**config.mk**
```make
export PLATFORM = sky130hd
export DESIGN_NAME = bafp_fifo
export DESIGN_NICKNAME = d
export VERILOG_FILES = /design/src/sv/bafp_pkg.sv /design/src/sv/bafp_fifo.sv
export SDC_FILE = /design/constraint.sdc
export NUM_CORES = 1
export LEC_CHECK = 0
export BUFFER_PORTS_ARGS = -buffer_cell sky130_fd_sc_hd__clkbuf_2
export CORE_AREA = 2 2 162 164
export DETAILED_ROUTE_END_ITERATION = 8
export DIE_AREA = 0 0 164 166
export PLACE_DENSITY = 0.48
export SLEW_MARGIN = 15
export SYNTH_ARGS = -nofsm -noshare
export SYNTH_HDL_FRONTEND = slang
export SYNTH_SLANG_ARGS = --single-unit
export TNS_END_PERCENT = 20
```
**constraint.sdc**
```tcl
create_clock -name clk -period 6.7 [get_ports clk]
set_clock_uncertainty 0.05 [all_clocks]
set_input_delay 1.005 -clock clk [delete_from_list [all_inputs] [get_ports clk]]
set_output_delay 1.005 -clock clk [all_outputs]
set_load 0.005 [all_outputs]
```
**src/sv/bafp_pkg.sv**
```systemverilog
// shared types, constants and helpers of the bit-aligned field packer
package bafp_pkg;

    localparam int BUFFER_BYTES = 1024;
    localparam int BYTE_AW      = $clog2(BUFFER_BYTES);
    localparam int WORD_AW      = BYTE_AW - 2;
    localparam int ROW_AW       = WORD_AW - 1;
    localparam int POS_W        = BYTE_AW + 3;
    localparam int CURSOR_W     = 14;
    localparam int PB_W         = 11;
    localparam int QUEUE_DEPTH  = 2;
    localparam int QPTR_W       = $clog2(QUEUE_DEPTH);

    localparam logic [CURSOR_W-1:0] HEADER_BITS = CURSOR_W'(32);
    localparam logic [PB_W-1:0]     PB_RESET    = PB_W'(1024);

    localparam logic [2:0] ACT_CLEAR  = 3'd0;
    localparam logic [2:0] ACT_PUT    = 3'd1;
    localparam logic [2:0] ACT_LENGTH = 3'd2;
    localparam logic [2:0] ACT_REWIND = 3'd3;
    localparam logic [2:0] ACT_GET    = 3'd4;
    localparam logic [2:0] ACT_LOAD   = 3'd5;
    localparam logic [2:0] ACT_FETCH  = 3'd6;

    localparam logic [1:0] WC_ONE   = 2'd0;
    localparam logic [1:0] WC_EIGHT = 2'd1;
    localparam logic [1:0] WC_SIXTN = 2'd2;
    localparam logic [1:0] WC_WORD  = 2'd3;

    typedef enum logic [2:0] {
        OP_NONE,
        OP_CLEAR,
        OP_PUT,
        OP_GET,
        OP_LOAD,
        OP_FETCH
    } op_t;

    typedef enum logic [1:0] {
        B_CLEAR,
        B_IDLE,
        B_READ,
        B_WRITE
    } back_state_t;

    typedef struct packed {
        op_t                 op;
        logic [POS_W-1:0]    pos;
        logic [1:0]          width_code;
        logic                sign_extend;
        logic [31:0]         value;
        logic [BYTE_AW-1:0]  byte_address;
        logic [7:0]          byte_value;
        logic                status;
        logic [CURSOR_W-1:0] cursor;
    } entry_t;

    function automatic logic [5:0] width_bits(input logic [1:0] code);
        logic [5:0] w;
        unique case (code)
            WC_ONE:   w = 6'd1;
            WC_EIGHT: w = 6'd8;
            WC_SIXTN: w = 6'd16;
            default:  w = 6'd32;
        endcase
        return w;
    endfunction

endpackage

```
**src/sv/bafp_fifo.sv**
```systemverilog
// short queue between front and back
module bafp_fifo (
    input  logic             clk,
    input  logic             rst_n,
    input  logic             push,
    input  bafp_pkg::entry_t push_entry,
    input  logic             pop,
    output bafp_pkg::entry_t head,
    output logic             full,
    output logic             empty
);
    import bafp_pkg::*;

    entry_t            slot_reg [QUEUE_DEPTH];
    logic [QPTR_W-1:0] wr_ptr_reg;
    logic [QPTR_W-1:0] rd_ptr_reg;
    logic [QPTR_W:0]   count_reg;

    assign full  = count_reg == (QPTR_W + 1)'(QUEUE_DEPTH);
    assign empty = count_reg == '0;
    assign head  = slot_reg[rd_ptr_reg];

    always_ff @(posedge clk or negedge rst_n)
    begin
        if (!rst_n)
        begin
            wr_ptr_reg <= '0;
            rd_ptr_reg <= '0;
            count_reg  <= '0;
        end
        else
        begin
            if (push)
            begin
                wr_ptr_reg <= wr_ptr_reg + 1'b1;
            end
            if (pop)
            begin
                rd_ptr_reg <= rd_ptr_reg + 1'b1;
            end
            if (push && !pop)
            begin
                count_reg <= count_reg + 1'b1;
            end
            else if (pop && !push)
            begin
                count_reg <= count_reg - 1'b1;
            end
        end
    end

    always_ff @(posedge clk)
    begin
        if (push)
        begin
            slot_reg[wr_ptr_reg] <= push_entry;
        end
    end
endmodule

```
**Word level (Yosys, flattened, before mapping)**

Memory sizes are Yosys's and may differ from the RTL's.
Index checks and enable logic that the tools add are counted.

- Register bits: 4
- Bits in read-only memories: 0
- Output and inout bits: 86
- Bits in latches: 0
- Memories: 1
- Memory bits (writable): 168

Memory list:

| memory | depth | bits a word | rd ports | clocked after Yosys merged registers in | wr ports | line | text |
|---|---|---|---|---|---|---|---|
| slot_reg | 2 | 84 | 1 | 0 | 1 | bafp_fifo.sv:14 | `entry_t slot_reg [QUEUE_DEPTH];` |

- Reduce and logical (&&, ||, !) cells: 6
- $add $sub $neg: 4
- Multiplexer cells: 4
- Div/mod/pow operators: 0
- Shifts and indexed selects: 0
- Multipliers: 0
- Bitwise logic cells: 0
- Magnitude comparators: 0
- Eq/ne operators: 1

Operators by type and width:

| operator | count |
|---|---|
| 2-bit 2-to-1 mux | 2 |
| 1-bit adder, second input constant | 2 |
| 2-bit by 1-bit adder with 2-bit output, second input constant | 1 |
| 2-bit == test, second input constant | 1 |
| 1-bit logical AND | 2 |
| 1-bit logical NOT | 2 |
| 2-bit logical NOT | 1 |
| 1-bit 2-to-1 mux | 2 |
| 2-bit nonzero test | 1 |
| 2-bit by 1-bit subtractor with 2-bit output, second input constant | 1 |

**Depth between registers and ports, before layout**

- Depth after elaboration: 4
- Mapped depth: 5
- Mapped depth without buffers: 5

**Worst setup path after synthesis**

OpenSTA, ideal clock, no wires.

- Path kind: input to register
- Start: input port push
- End: memory slot_reg[0][0] (netlist bit) (enable)
- Path slack: 1.439 ns
- Stages: 1
- Data arrival time: 4.674 ns
- Data required time: 6.113 ns
- Cell sequence: nor2b_1

- Longest elaborated chain between the ends: 2

Ends and longest elaborated chain:

| item | line | text |
|---|---|---|
| start: declaration | bafp_fifo.sv:5 | `input logic push,` |
| 1-bit 2-to-1 mux | bafp_fifo.sv:54 | `if (push)` |
| 1-bit 2-to-1 mux (implied by the code) | bafp_fifo.sv:56 | `slot_reg[wr_ptr_reg] <= push_entry;` |
| end: declaration | bafp_fifo.sv:14 |  |

No other way between the ends.

==> out/metrics.csv <==
metric,value,unit
status,"finished, final reports clean",
yosys_warnings,0,
async_flop_share,0.0233,
core_region_area,25600,um2
syn2layout_area_growth,29.5,%
netlist_top_cells_area,"edfxtp_1 (81%), mux2_1 (9.0%), mux2_2 (6.1%)",
gp_congestion,0.657,
start_util,0.244,
rsz0062_at_grt,no,
criticalPathCategory,flip-flop to output pin,
drtPass1Iterations,4,
root_buffer,clkbuf_16,
drt_wl_total,12500,um
num-nets-final,554,
fmax,286,MHz
netlist_area,6260,um2
ant_nets,0,
viasPerCell,3.88,
yosysTopAreaCellShare,0.806,
grt_max_degree,62,
start_kind,flip-flop,
postCtsSetupBuffers,0,
h-tree-depth,4,
ys_seq_area_frac,0.822,
clk_latency,420,ps
worst_pin_slew,860,ps
port_buffers,173,
drive_gt1_frac,0.513,
cts-resized-gates,0,
worst_hold_slack,330,ps
hold_path_class,input port to async pin,
via_count,3154,
die_y,166,um
cts.path.max_buffers,2,
timing.final.crit_share,0.522,
setup_viol,0,
grt_pass1_vias,3443,
peakVddDrop,0.189,mV
p_leak,0.00304,uW
fin_crit,3490,ps
cts_tree,done,
cp-end-kind,output pin,
crit_fanout,61,
cts_buffers,17,
grt_usage,0.0942,
drt-initial-drc-count,110,
dp.final_hpwl,8010,um
clock_sinks,172,
synthFlopType,edfxtp_1,
insertedDiodeCount,0,
synthCells,277,
cp.required,5640,ps
post_drt_wl_per_cell,15.3,um
stdcell_area,8100,um2
clkTransAtPathRegs,70,ps
arrival,2440,ps
die_x,164,um
drv_cap,0,
synth-edff-count,168,
synth_cell_types,14,
grt.overflow.total,0,
placed_area,7500,um2
hold_buffers,0,
dieArea,27200,um2
fin_setup_tns,0,ps
grt_pass1_wl,19000,um
final_hold_viol_count,0,
powerDensity,398,nW/um2
slew_violations,0,
synth-seq-cells,172,
synth_top_cell_by_area,edfxtp_1,
antenna_found_initial,0,
synth_nets,366,
avgSynthCellArea,22.6,um2
slew_headroom,0.426,
io_pins,174,
route.detailed.drc,0,
finalPower,3230,uW
rows,59,
largest_reg_flops,168,
-- final cells by class --
class	instances	area [um2]
Timing Repair Buffer	178	936
Clock buffer	18	429
Fill cell	2513	17500
Clock inverter	14	126
Sequential cell	172	5150
Inverter	1	3.75
Multi-Input combinational cell	95	1040
Tap cell	335	419
-- final timing paths --
kind	from	to	slack, ps	cells past startpoint
worst min-delay path	rst_n	count_reg[1]	330	1
worst max-delay path	rd_ptr_reg	head[68]	3210	3
worst min register to register	count_reg[1]	count_reg[1]	440	1
min in group clk	count_reg[1]	count_reg[1]	440	1
max in group asynchronous	rst_n	rd_ptr_reg	6120	1
worst max register to register	wr_ptr_reg	slot_reg[1][59]	4590	2
-- kinds of logic (layout without fill, tap and decap cells) --
group / after synthesis / count (layout) / synth area share
flops: 172 / 172 / 0.822
buf+inv: 10 / 211 / 0.0132
simple gates: 5 / 5 / 0.00420
xor+xnor: 5 / 5 / 0.00700
fa+ha+maj: 1 / 1 / 0.00200
mux: 84 / 84 / 0.151
-- routing by layer --
| metal | up-vias | wire, um | global-route usage |
|---|---|---|---|
| met3 | 15 | 914 | 0.0330 |
| met2 | 118 | 6110 | 0.159 |
| met5 | - | 0 | 0 |
| met4 | 0 | 229 | 0.0420 |
| li1 | 1473 | - | - |
| met1 | 1548 | 5210 | 0.107 |
-- through the flow --
| step | worst slack (ps) | instances | util |
|---|---|---|---|
| after detailed placement | 3300 | 779 | 0.293 |
| after global placement | 3370 | 779 | 0.293 |
| after CTS | 3080 | 811 | 0.314 |
| after floorplan | 1440 | 277 | - |
| final | 3210 | 813 | 0.316 |
| after global routing | 3010 | 813 | 0.316 |
-- cells in the mapped netlist, types with 2 or more instances --
cell      count
edfxtp_1    168
mux2_1       50
mux2_2       34
buf_6         5
dfrtp_1       4
xor2_1        4
buf_2         3
nor2_1        2
nor2b_1       2
-- worst max-delay path, stage by stage, from the launching register on --
cell and delay [ps]:
dfrtp_4 660, buf_4 750, mux2_2 440, clkbuf_2 120
-- cells in the final DEF, fill, tap and decap left out, types with 2 or more instances in the layout --
cell type	n
mux2_2	34
mux2_1	50
clkbuf_16	17
clkinv_4	2
buf_4	3
clkbuf_2	173
edfxtp_1	168
xor2_1	4
nor2_1	2
dfrtp_1	3
inv_8	4
inv_6	6
-- where the power goes --
| group | switching (uW) | leakage, uW | internal (uW) |
|---|---|---|---|
| logic | 404 | 0.00114 | 382 |
| registers | 78.1 | 0.00162 | 1430 |
| clock network | 443 | 0.000272 | 492 |
| total | 925 | 0.00304 | 2300 |
(Power assumes the default switching activity.)
