### src/sv/bafp_pkg.sv
// shared types, constants and helpers of the bit-aligned field packer
package bafp_pkg;

    localparam int BUFFER_BYTES = 1024;
    localparam int BYTE_AW      = $clog2(BUFFER_BYTES);
    localparam int WORD_AW      = BYTE_AW - 2;
    localparam int ROW_AW       = WORD_AW - 1;
    localparam int POS_W        = BYTE_AW + 3;
    localparam int CURSOR_W     = 14;
    localparam int PB_W         = 11;
    localparam int QUEUE_DEPTH  = 2;
    localparam int QPTR_W       = $clog2(QUEUE_DEPTH);

    localparam logic [CURSOR_W-1:0] HEADER_BITS = CURSOR_W'(32);
    localparam logic [PB_W-1:0]     PB_RESET    = PB_W'(1024);

    localparam logic [2:0] ACT_CLEAR  = 3'd0;
    localparam logic [2:0] ACT_PUT    = 3'd1;
    localparam logic [2:0] ACT_LENGTH = 3'd2;
    localparam logic [2:0] ACT_REWIND = 3'd3;
    localparam logic [2:0] ACT_GET    = 3'd4;
    localparam logic [2:0] ACT_LOAD   = 3'd5;
    localparam logic [2:0] ACT_FETCH  = 3'd6;

    localparam logic [1:0] WC_ONE   = 2'd0;
    localparam logic [1:0] WC_EIGHT = 2'd1;
    localparam logic [1:0] WC_SIXTN = 2'd2;
    localparam logic [1:0] WC_WORD  = 2'd3;

    typedef enum logic [2:0] {
        OP_NONE,
        OP_CLEAR,
        OP_PUT,
        OP_GET,
        OP_LOAD,
        OP_FETCH
    } op_t;

    typedef enum logic [1:0] {
        B_CLEAR,
        B_IDLE,
        B_READ,
        B_WRITE
    } back_state_t;

    typedef struct packed {
        op_t                 op;
        logic [POS_W-1:0]    pos;
        logic [1:0]          width_code;
        logic                sign_extend;
        logic [31:0]         value;
        logic [BYTE_AW-1:0]  byte_address;
        logic [7:0]          byte_value;
        logic                status;
        logic [CURSOR_W-1:0] cursor;
    } entry_t;

    function automatic logic [5:0] width_bits(input logic [1:0] code);
        logic [5:0] w;
        unique case (code)
            WC_ONE:   w = 6'd1;
            WC_EIGHT: w = 6'd8;
            WC_SIXTN: w = 6'd16;
            default:  w = 6'd32;
        endcase
        return w;
    endfunction

endpackage

### src/sv/bafp_ifs.sv
// request and response channel interfaces
interface bafp_req_if;
    logic        valid;
    logic        ready;
    logic [2:0]  action;
    logic [1:0]  width_code;
    logic        sign_extend;
    logic [31:0] field_value;
    logic [9:0]  byte_address;
    logic [7:0]  byte_value;
    modport source (output valid, action, width_code, sign_extend, field_value,
                    byte_address, byte_value, input ready);
    modport sink (input valid, action, width_code, sign_extend, field_value,
                  byte_address, byte_value, output ready);
endinterface


### src/sv/bafp_front.sv
// front end: accepts words, tracks the cursor and size limit, classifies
module bafp_front (
    input  logic                      clk,
    input  logic                      rst_n,
    input  logic                      cfg_we,
    input  logic [10:0]               cfg_wdata,
    bafp_req_if.sink                  req,
    input  logic                      hold,
    output logic                      push,
    output bafp_pkg::entry_t          push_entry
);
    import bafp_pkg::*;

    logic [PB_W-1:0]     packet_bytes_reg;
    logic [CURSOR_W-1:0] cursor_reg;
    logic [CURSOR_W-1:0] cursor_next;
    logic [PB_W-1:0]     pb_lim;
    logic [CURSOR_W-1:0] limit_bits;
    logic [5:0]          w;
    logic [CURSOR_W:0]   sum;
    logic                fits;
    entry_t              e;

    assign req.ready = !hold;
    assign push      = req.valid && !hold;

    always_ff @(posedge clk or negedge rst_n)
    begin
        if (!rst_n)
        begin
            packet_bytes_reg <= PB_RESET;
            cursor_reg       <= HEADER_BITS;
        end
        else
        begin
            if (cfg_we)
            begin
                packet_bytes_reg <= cfg_wdata;
            end
            if (push)
            begin
                cursor_reg <= cursor_next;
            end
        end
    end

    always_comb
    begin
        pb_lim     = (packet_bytes_reg > PB_W'(BUFFER_BYTES)) ? PB_W'(BUFFER_BYTES)
                                                              : packet_bytes_reg;
        limit_bits = {pb_lim, 3'b000};
        w          = width_bits(req.width_code);
        sum        = {1'b0, cursor_reg} + (CURSOR_W + 1)'(w);
        fits       = sum <= {1'b0, limit_bits};

        cursor_next    = cursor_reg;
        e.op           = OP_NONE;
        e.pos          = cursor_reg[POS_W-1:0];
        e.width_code   = req.width_code;
        e.sign_extend  = req.sign_extend;
        e.value        = req.field_value;
        e.byte_address = req.byte_address;
        e.byte_value   = req.byte_value;
        e.status       = 1'b0;

        unique case (req.action)
            ACT_CLEAR:
            begin
                e.op        = OP_CLEAR;
                cursor_next = HEADER_BITS;
            end
            ACT_PUT:
            begin
                if (fits)
                begin
                    e.op        = OP_PUT;
                    cursor_next = sum[CURSOR_W-1:0];
                end
                else
                begin
                    e.status = 1'b1;
                end
            end
            ACT_LENGTH:
            begin
                if (limit_bits >= HEADER_BITS)
                begin
                    e.op         = OP_PUT;
                    e.pos        = '0;
                    e.width_code = WC_WORD;
                    e.value      = 32'({cursor_reg[CURSOR_W-1:3]});
                end
                else
                begin
                    e.status = 1'b1;
                end
            end
            ACT_REWIND:
            begin
                cursor_next = '0;
            end
            ACT_GET:
            begin
                if (fits)
                begin
                    e.op        = OP_GET;
                    cursor_next = sum[CURSOR_W-1:0];
                end
                else
                begin
                    e.status = 1'b1;
                end
            end
            ACT_LOAD:  e.op = OP_LOAD;
            ACT_FETCH: e.op = OP_FETCH;
            default:   e.op = OP_NONE;
        endcase
        e.cursor   = cursor_next;
        push_entry = e;
    end
endmodule

### src/flat_wrapper.sv
// flat-port wrapper written by rule: the top's interface ports become plain ports
module bafp_front_flat import bafp_pkg::*;
  (clk, rst_n, cfg_we, cfg_wdata, hold, push, push_entry, req_valid, req_action, req_width_code, req_sign_extend, req_field_value, req_byte_address, req_byte_value, req_ready);
  bafp_req_if req_i ();
  input  logic clk;
  input  logic rst_n;
  input  logic cfg_we;
  input  logic [10:0] cfg_wdata;
  input  logic hold;
  output logic push;
  output bafp_pkg::entry_t push_entry;
  input wire logic [$bits(req_i.valid)-1:0] req_valid;
  input wire logic [$bits(req_i.action)-1:0] req_action;
  input wire logic [$bits(req_i.width_code)-1:0] req_width_code;
  input wire logic [$bits(req_i.sign_extend)-1:0] req_sign_extend;
  input wire logic [$bits(req_i.field_value)-1:0] req_field_value;
  input wire logic [$bits(req_i.byte_address)-1:0] req_byte_address;
  input wire logic [$bits(req_i.byte_value)-1:0] req_byte_value;
  output wire logic [$bits(req_i.ready)-1:0] req_ready;
  assign req_i.valid = req_valid;
  assign req_i.action = req_action;
  assign req_i.width_code = req_width_code;
  assign req_i.sign_extend = req_sign_extend;
  assign req_i.field_value = req_field_value;
  assign req_i.byte_address = req_byte_address;
  assign req_i.byte_value = req_byte_value;
  assign req_ready = req_i.ready;
  bafp_front u_core (.clk(clk), .rst_n(rst_n), .cfg_we(cfg_we), .cfg_wdata(cfg_wdata), .req(req_i), .hold(hold), .push(push), .push_entry(push_entry));
endmodule
### config.mk
export PLATFORM = sky130hd
export DESIGN_NAME = bafp_front_flat
export DESIGN_NICKNAME = d
export VERILOG_FILES = /design/src/sv/bafp_pkg.sv /design/src/sv/bafp_ifs.sv /design/src/sv/bafp_front.sv /design/src/flat_wrapper.sv
export SDC_FILE = /design/constraint.sdc
export NUM_CORES = 1
export LEC_CHECK = 0
export BUFFER_PORTS_ARGS = -buffer_cell sky130_fd_sc_hd__clkbuf_2
export CORE_UTILIZATION = 41
export DETAILED_ROUTE_END_ITERATION = 6
export PLACE_DENSITY = 0.79
export SYNTH_ARGS = -nofsm -noshare
export SYNTH_HDL_FRONTEND = slang
export SYNTH_SLANG_ARGS = --single-unit
### constraint.sdc
create_clock -name clk -period 5.02 [get_ports clk]
set_clock_uncertainty 0.15 [all_clocks]
set_input_delay 1.004 -clock clk [delete_from_list [all_inputs] [get_ports clk]]
set_output_delay 1.004 -clock clk [all_outputs]
set_load 0.005 [all_outputs]
==> Yosys cells after proc, flatten, opt, wreduce, memory -nomap -nowiden <==
Cells that the tools add are included.
{ "totals": {"wordCells": 33, "register_bits": 25} }
{ "op_classes": {"mux": 14, "eq_ne": 8, "reduce_logical": 5, "n_addsub": 1, "n_lt_le_gt_ge": 3} }
{ "ops": {"columns": ["cell", "count"], "rows": [
  ["$mux 32", 2],
  ["$pmux 14 s3", 1],
  ["$pmux 3 s6", 1],
  ["$pmux 6 s3", 1],
  ["$mux 17", 1],
  ["$add 14x6->15", 1],
  ["$le 15x14->1", 1],
  ["$mux 15", 1],
  ["$ge 14x6->1 const B", 1],
  ["$mux 14", 1],
  ["$gt 11x11->1 const B", 1],
  ["$mux 11", 1],
  ["$eq 3x3->1 const B", 3],
  ["$eq 3x2->1 const B", 2],
  ["$mux 2", 2],
  ["$eq 3x1->1 const B", 1],
  ["$logic_not 3->1", 1],
  ["$eq 2x1->1 const B", 1],
  ["$eq 2x2->1 const B", 1],
  ["$logic_not 2->1", 1],
  ["$mux 1", 2],
  ["$pmux 1 s2", 1],
  ["$reduce_or 2->1", 1],
  ["$logic_and 1x1->1", 1],
  ["$logic_not 1->1", 1]
]} }

==> Logic depth before layout (Yosys ltp) <==
Gate-level depths: netlist (run 1).
{ "depth": {"word_depth": 6, "mapped_depth": 15} }

==> Worst setup path before layout (run 1) <==
Ideal clock, no wire load.
{ "synth_path": {"kind": "input port to output port", "start": "input port req_width_code[1]", "end": "output port push_entry[12] (netlist name)", "path_stages": 13, "t_arrival_ns": 3.887, "path_buffers": 1, "slack_ns": -0.021, "cell_sequence": "nor2b_1 ha_1 o21ai_1 a22oi_1 and3_1 xor2_1 ha_1 a21o_1 a211o_1 o31ai_2 buf_4 a21oi_1 a221o_1"} }
{ "synth_rtl": {"columns": ["item", "line_no", "text"], "rows": [
  ["from (decl)", "flat_wrapper.sv:14", "input wire logic [$bits(req_i.width_code)-1:0] req_width_code;"],
  ["to (decl)", "flat_wrapper.sv:11", "output bafp_pkg::entry_t push_entry;"]
]} }

==> metrics.txt, run 1 <==
WHS Path Cells 1; Via density 5.84; FF+latch area 628 sq um; placed wire-length estimate 6.33 mm; asr flop ratio synth 100%; WL final 9.32 mm; wire per inst ~17 microns; largest net degree at the start of global routing 51; Worst EP arrival ~4300 ps; Boundary Pins between 150 and 200; DIE WIDTH 83.8 microns; clock buffer depth 2; Setup-failing EPs final 17; Syn Inst Count 335; Max IR drop VDD 0.000154 V; fillers approximately 520; Max FO, Critical Path 7; Hold Violations, Final 0; Iter 0 DRT Violations 342; CP required around 3900 ps; Synth Warn # 0; area share of the leading cell type in the synthesized netlist 21.0%; hold slack 361 ps; Leak 1.96 nW; grt ovf 0; Tightest Pin Transition 977 ps; Post-synth EDFFs 0; RSZ-0062 raised after global routing true; end of the worst hold path u_core.packet_bytes_reg[0]; first-pass GRT wire length 14.3 mm; crit path kind primary input to output pin; Remaining DRCs 0; status finished, violations left; clk slew on worst S/H paths 90 ps; CP startpoint kind primary input; sequential fraction of the synthesis area 22.9%; violated checks setup timing; Final Slew Violations 0; min-delay worst type register to register; distinct cell type count after synthesis 51; max cap viols 0; max reg flops 14; global placement routability congestion roughly 0.96; CTS root buf clkbuf_8; ys flop type dfrtp_1; final worst slack -408 ps; mean post-synth cell area 8.18 sq um; Synth Net Count about 420; antenna violations before repair 0; via count about 3200; CTS tree done; Post-Syn Area between 2000 and 3000 sq um; Area contributors post-synth dfrtp_1, and2_1, mux2_2; fmax 0.184 GHz; Nets 555; layout cells sized above 1 between 50% and 60%; Final period util 108%; Worst Setup End Kind output pin; input/output buffers 119; worst reg2reg setup slack between 1000 and 1500 ps; area leader, netlist dfrtp_1; Die Footprint 7020 sq um; Area Overhead vs Synth 44.7%; PwrDens ~230 nW/um^2; Initial Util 42.9%; cts hold-fix bufs 0; clock sinks 25; HP Start u_core.packet_bytes_reg[0]; Total GRT Usage 24.9%; Clock Latency Late Sink ~280 ps; top post-synthesis cells by count and2_1, nand2_1, dfrtp_1; Synth Register Bits 25; vias in the first global route 2976; reg-to-reg startpoint u_core.cursor_reg[5]; setup_tns -5800 ps; Antenna Cells 0; core box area ~6400 sq um; r2r endpoint u_core.cursor_reg[6]; Reg2Reg Depth 16; row count 29; share of the core filled with cells in the final layout a little over 60%; area of the multi-input gates 2130 sq um; H-tree lvl count 1; die height 83.8 microns; Final ANT Viol Nets 0; count leader, synth and2_1; DRT Pass-1 Iters 6; number of CTS-inserted buffers 3; relative slew slack 34.7%; Min Clock Period, post-route 5430 ps
[routing by layer]
metal  GRT usage (%)  up-vias  wire (microns)
li1                -     1447               -
met1            30.3     1483            3630
met2            42.9      200            4540
met3            4.65       42             830
met4            10.3        0             317
met5               0        -               0
[metrics by stage]
stage | power (W) | setup slack [ps] | instances | instance area (sq um)
after CTS | 0.000878 | -252 | 534 | 3800
after global placement | 0.000672 | -545 | 520 | 3430
after floorplan | 0.000523 | -6.27 | 335 | 2750
final | 0.000914 | -408 | 543 | 3970
after global routing | 0.000970 | -497 | 543 | 3970
after detailed placement | 0.000681 | -623 | 520 | 3430
[layout by cell type (no fill, tap or decap), drive strengths merged, types with 3 or more instances in the layout]
master and n:
clkbuf 118, buf 55, and2 43, nand2 42, dfrtp 23, mux2 19, ha 16, a21oi 15
a221o 14, nand3 13, nor2 12, inv 7, nand2b 7, xnor2 7, nor2b 7, o21ai 7
xor2 6, a311o 5, nor4 4, o211ai 4, o311ai 4, and3 4, nor3 4, nand4 3
a31oi 3
[area by class of cell]
type,instances,area share (%)
flip-flops and latches,25,15.8
multi-input cells,260,53.7
clock inverters,1,0.126
well taps,77,2.43
repair buffers,170,26.2
inverters,7,0.662
clock buffers,3,1.04
[worst max-delay path: stages]
cell,delay (ps)
clkbuf_16,140
nor2b_4,130
ha_4,280
nand4_1,110
a22oi_2,250
and3_4,250
xor2_4,190
ha_4,230
a21o_1,180
a211o_1,350
buf_6,140
o31ai_4,320
buf_6,190
a21oi_1,80
a221o_1,300
clkbuf_2,110
[cell families after synthesis]
kind of cell,synth area share [%]
and+or+nand+nor,27.4
buffers and inverters,10.2
AOI/OAI and AO/OA,20.2
xor gates and xnor gates,4.15
DFF,22.9
adders and majority gates,7.30
muxes,7.80
[how the worst max path moves through the flow]
stage	slack (ps)	end	from
after CTS	-250	push_entry[7]	req_width_code[0]
after floorplan	-6	push_entry[6]	req_width_code[1]
after global routing	-500	push_entry[9]	req_width_code[0]
final	-410	push_entry[9]	req_width_code[0]
after detailed placement	-620	push_entry[1]	req_width_code[0]
after global placement	-550	push_entry[1]	req_width_code[1]
[repair_timing]
action | CTS | global route
endpoints found under the setup margin | 17 | 17
pin swaps | 22 | 17
setup buffers | 10 | 9
gates resized for setup | 46 | 22
[where the power goes]
part | switching [W] | internal [W] | leakage, nW | total (W)
Combinational | 0.000241 | 0.000257 | 1.62 | 0.000499
Clock | 0.0000729 | 0.0000559 | 0.0255 | 0.000129
Sequential | 0.0000574 | 0.000229 | 0.315 | 0.000287
Power figures use the tool's default switching activity.
==> inputs of run 2 (changes only) <==
--- a/config.mk
+++ b/config.mk
@@ -6,9 +6,11 @@
 export NUM_CORES = 1
 export LEC_CHECK = 0
 export BUFFER_PORTS_ARGS = -buffer_cell sky130_fd_sc_hd__clkbuf_2
+export CORE_ASPECT_RATIO = 1.25
 export CORE_UTILIZATION = 41
 export DETAILED_ROUTE_END_ITERATION = 6
 export PLACE_DENSITY = 0.79
+export SLEW_MARGIN = 25
 export SYNTH_ARGS = -nofsm -noshare
 export SYNTH_HDL_FRONTEND = slang
 export SYNTH_SLANG_ARGS = --single-unit
==> metrics.txt, run 2 (synthesized netlist as in run 1, its figures left out) <==
Remaining DRCs 0; Critical Path Max Stage Delay 290 ps; Sw Ratio 40.8%; Reg2Reg Depth 14; Final ANT Viol Nets 0; antenna violations before repair 0; via count 3116; WP depth 16; DRT Pass-1 Iters 6; Iter 0 DRT Violations 263; end of the worst hold path u_core.packet_bytes_reg[0]; combinational power share a little over half; Antenna Cells 0; largest net degree at the start of global routing 51; min-delay worst type register to register; Max FO, Critical Path 8; Final Slew Violations 0; Via density 5.73; max cap viols 0; WHS Path Cells 1; first-pass GRT wire length 13.3 mm; relative slew slack a little under a third; Nets 548; Worst EP arrival 4180 ps; clk slew on worst S/H paths 100 ps; RSZ-0062 raised after global routing true; placed wire-length estimate between 6 and 7 mm; WL final 9.20 mm; crit path kind primary input to output pin; Clock Power Share 14.1%; status finished, violations left; CP startpoint kind primary input; Setup-failing EPs final 17; hold slack 377 ps; post-route insts no fill around 540; layout cells sized above 1 between 50 and 60%; Bufs and invs on worst path 4; CP required between 3000 and 4000 ps; die height 93.4 microns; CTS root buf clkbuf_8; Max IR drop VDD between 0.00015 and 0.0002 V; Die Footprint 7020 sq um; Tightest Pin Transition 1040 ps; violated checks setup timing; number of CTS-inserted buffers 3; Initial Util 43.3%; PwrDens 232 nW/um^2; Seq pwr share a little over 30%; Min Clock Period, post-route about 5300 ps; Critical path origin req_width_code[0]; worst path cell trace buf_12, nor2b_4, ha_4, nand4_1, a22oi_2, and3_4, xor2_2, ha_1, a21o_1, a211o_1, buf_6, o31ai_4, buf_12, a21oi_1, a221o_1, clkbuf_2; Boundary Pins 158; H-tree lvl count 1; Final period util 106%; r2r endpoint u_core.cursor_reg[7]; CP most frequent cell buf_12; worst reg2reg setup slack 1200 ps; clock sinks 25; input/output buffers roughly 120; grt ovf 0; P_int 0.000548 W; final worst slack -318 ps; commonest non-fill, non-tap cell in the layout clkbuf_2; CTS tree done; CP top delay family compound AO/OA/AOI/OAI gates; global placement routability congestion 0.905; commonest cells after routing, fill and taps aside clkbuf_2, and2_1, nand2_1, buf_4, dfrtp_1; row count 32; cts hold-fix bufs 0; clock buffer depth 2; CP max stage cell ha_4; max reg flops 14; HP Start u_core.packet_bytes_reg[0]; placed cell count 526; wire per inst 16.9 microns; reg-to-reg startpoint u_core.cursor_reg[5]; Hold Violations, Final 0; Worst Setup End Kind output pin; Clock Latency Late Sink 280 ps; core box area 6330 sq um; Area Overhead vs Synth 45.8%; vias in the first global route 2867; share of the core filled with cells in the final layout 63.2%; Leak roughly 1.9 nW; fmax 0.187 GHz; DIE WIDTH 75.1 microns; NetSw 0.000378 W; Total GRT Usage 24.7%
-- run 2: how the worst max path moves through the flow --
| stage | to |
|---|---|
| detailed placement | push_entry[9] |
| global placement | push_entry[12] |
| floorplan | push_entry[6] |
| global route | push_entry[7] |
| CTS | push_entry[7] |
| finish | push_entry[11] |
-- run 2: power by group through the flow --
stage | clock (W) | sequential [W] | combinational (W)
final | 0.000131 | 0.000287 | 0.000509
after global routing | 0.000141 | 0.000292 | 0.000555
after floorplan | 0 | 0.000251 | 0.000272
after global placement | 0 | 0.000281 | 0.000391
after CTS | 0.000132 | 0.000282 | 0.000458
after detailed placement | 0 | 0.000282 | 0.000400
-- run 2: timing repair --
| item | CTS | global route |
|---|---|---|
| endpoints found under the setup margin | 17 | 17 |
| gates resized for setup | 39 | 42 |
| gates cloned | 0 | 1 |
| buffers inserted | 9 | 5 |
| pin swaps | 21 | 24 |
-- run 2: cell type report --
type	count	area, sq um
repair buffers	163	1000
flip-flops and latches	25	628
inverters	7	26.3
clock inverters	1	7.51
well taps	85	106
multi-input cells	260	2180
clock buffers	3	41.3
fillers	541	2330
-- run 2: through the flow --
step / power, W / setup slack [ps] / setup TNS [ps] / area, sq um
after floorplan: 0.000523 / -6.27 / -6.27 / 2750
after global placement: 0.000672 / -532 / -7160 / 3440
after detailed placement: 0.000682 / -618 / -8370 / 3440
after CTS: 0.000873 / -287 / -2840 / 3770
after global routing: 0.000988 / -451 / -6620 / 4000
final: 0.000926 / -318 / -4350 / 4000
-- run 2: routing by layer --
metal | up-vias | routed length, microns | track usage [%]
met4 | 0 | 368 | 11.0
met3 | 49 | 654 | 2.16
li1 | 1429 | - | -
met5 | - | 0 | 0
met1 | 1450 | 3580 | 29.8
met2 | 188 | 4590 | 43.6
==> inputs of run 3 (changes only) <==
--- a/config.mk
+++ b/config.mk
@@ -9,6 +9,7 @@
 export CORE_ASPECT_RATIO = 1.25
 export CORE_UTILIZATION = 41
 export DETAILED_ROUTE_END_ITERATION = 6
+export GPL_TIMING_DRIVEN = 0
 export PLACE_DENSITY = 0.79
 export SLEW_MARGIN = 25
 export SYNTH_ARGS = -nofsm -noshare
==> constraint.sdc (replaced) <==
create_clock -name clk -period 5.02 [get_ports clk]
set_clock_uncertainty 0.15 [all_clocks]
set_input_delay 0.502 -clock clk [delete_from_list [all_inputs] [get_ports clk]]
set_output_delay 0.502 -clock clk [all_outputs]
set_load 0.005 [all_outputs]
==> metrics.txt, run 3 (synthesized netlist as in run 1, its figures left out) <==
Total GRT Usage 23.6%; fmax 0.210 GHz; relative slew slack between 50% and 60%; reg-to-reg startpoint u_core.cursor_reg[0]; antenna violations before repair 0; Worst EP arrival 4110 ps; Setup-failing EPs final 0; Boundary Pins 158; commonest non-fill, non-tap cell in the layout clkbuf_2; CP top delay family compound AO/OA/AOI/OAI gates; Nets 564; Clock Power Share around 16%; clk slew on worst S/H paths 100 ps; vias in the first global route 2679; global placement routability congestion 0.957; first-pass GRT wire length 12.6 mm; combinational power share 52.0%; Max FO, Critical Path 10; Final ANT Viol Nets 0; fillers 612; Min Clock Period, post-route 4760 ps; max cap viols 0; Remaining DRCs 0; postcts setup bufs 0; Antenna Cells 0; worst reg2reg setup slack 1090 ps; worst path cell trace clkbuf_2, nor2_1, ha_1, ha_1, nand3_1, a221oi_2, and4_1, xor2_1, ha_1, nand3_1, nor2_1, a21boi_1, o31ai_4, buf_4, a21oi_1, a221o_1, clkbuf_2; pre-CTS setup slack 88.3 ps; input/output buffers 136; grt ovf 0; die height slightly above 90 microns; DIE WIDTH around 75 microns; Worst Setup EP push_entry[13]; clock sinks 25; Hold Violations, Final 0; Clock Latency Late Sink 280 ps; status finished clean; core box area 6330 sq um; commonest cells after routing, fill and taps aside clkbuf_2, and2_1, nand2_1, dfrtp_1, buf_4; H-tree lvl count 1; Area after DPL 3530 sq um; largest net degree at the start of global routing 26; cell area after layout between 3000 and 4000 sq um; CP most frequent cell ha_1; final worst slack 256 ps; placed wire-length estimate between 6 and 7 mm; Final Slew Violations 0; Seq pwr share 32.1%; Initial Util 43.3%; CTS tree done; Worst Setup End Kind output pin; via count 2996; CP max stage cell o31ai_4; Bufs and invs on worst path 3; Tightest Pin Transition around 650 ps; Iter 0 DRT Violations 274; clock buffer depth 2; layout cells sized above 1 between 40% and 50%; number of CTS-inserted buffers 3; Final period util 94.9%; crit path kind primary input to output pin; Max IR drop VDD 0.000153 V; Critical Path Max Stage Delay ~430 ps; wire per inst 14.9 microns; Reg2Reg Depth 13; Sw Ratio 40.0%; cts hold-fix bufs 0; min-delay worst type primary input to asynchronous set/reset pin; Area Overhead vs Synth 31.2%; WL final between 8 and 9 mm; Critical path origin req_width_code[0]; P_int approximately 0.00048 W; DRT Pass-1 Iters 4; CTS root buf clkbuf_8; Die Footprint 7020 sq um; NetSw 0.000320 W; PwrDens 223 nW/um^2; row count 32; CP startpoint kind primary input; setup_tns 0 ps; WP depth 17; Via density 5.35; max reg flops 14; RSZ-0062 raised after global routing false; CP required 4370 ps; Leak 1.84 nW; share of the core filled with cells in the final layout 56.8%; r2r endpoint u_core.cursor_reg[7]
-- run 3: metrics by stage --
stage / total power [W] / instances / hold WS (ps)
finish: 0.000801 / 560 / 79.9
global route: 0.000858 / 560 / 137
detailed placement: 0.000672 / 556 / 348
CTS: 0.000799 / 560 / 118
global placement: 0.000658 / 556 / 341
floorplan: 0.000520 / 335 / 56.4
-- run 3: cell type report --
| class | instances | area (sq um) | share of cell area (%) |
|---|---|---|---|
| buffer | 43 | 254 | 7.06 |
| clock buffer | 3 | 41.3 | 1.15 |
| clock inverter | 1 | 5.00 | 0.139 |
| inverter | 7 | 26.3 | 0.731 |
| multi-input combinational | 260 | 1850 | 51.6 |
| sequential | 25 | 628 | 17.5 |
| tap | 85 | 106 | 2.96 |
| timing repair buffer | 136 | 681 | 18.9 |
-- run 3: power by group through the flow --
| stage | logic, W | clock network (W) | registers (W) |
|---|---|---|---|
| final | 0.000416 | 0.000127 | 0.000257 |
| after global routing | 0.000462 | 0.000136 | 0.000260 |
| after CTS | 0.000414 | 0.000129 | 0.000256 |
| after detailed placement | 0.000411 | 0 | 0.000260 |
| after global placement | 0.000400 | 0 | 0.000258 |
| after floorplan | 0.000269 | 0 | 0.000251 |
-- run 3: what timing repair did --
item,4_1_cts,5_1_grt
gates resized for setup,0,3
hold endpoints to repair,0,0
endpoints found under the setup margin,0,11
-- run 3: routing by layer --
metal  track usage (%)  vias to the layer above  share of wire (%)
met2              44.5                      141                 53
met5                 0                        -                  0
met4              5.86                        0                1.6
li1                  -                     1466                  -
met3              2.59                       16                7.3
met1              27.6                     1373                 38
-- run 3: worst min path at each step --
| stage | start | to |
|---|---|---|
| 4_1_cts | rst_n | u_core.packet_bytes_reg[9] |
| 3_3_place_gp | u_core.packet_bytes_reg[0] | u_core.packet_bytes_reg[0] |
| 5_1_grt | rst_n | u_core.packet_bytes_reg[9] |
| 6_report | rst_n | u_core.packet_bytes_reg[9] |
| 2_1_floorplan | rst_n | u_core.cursor_reg[0] |
| 3_5_place_dp | u_core.packet_bytes_reg[0] | u_core.packet_bytes_reg[0] |
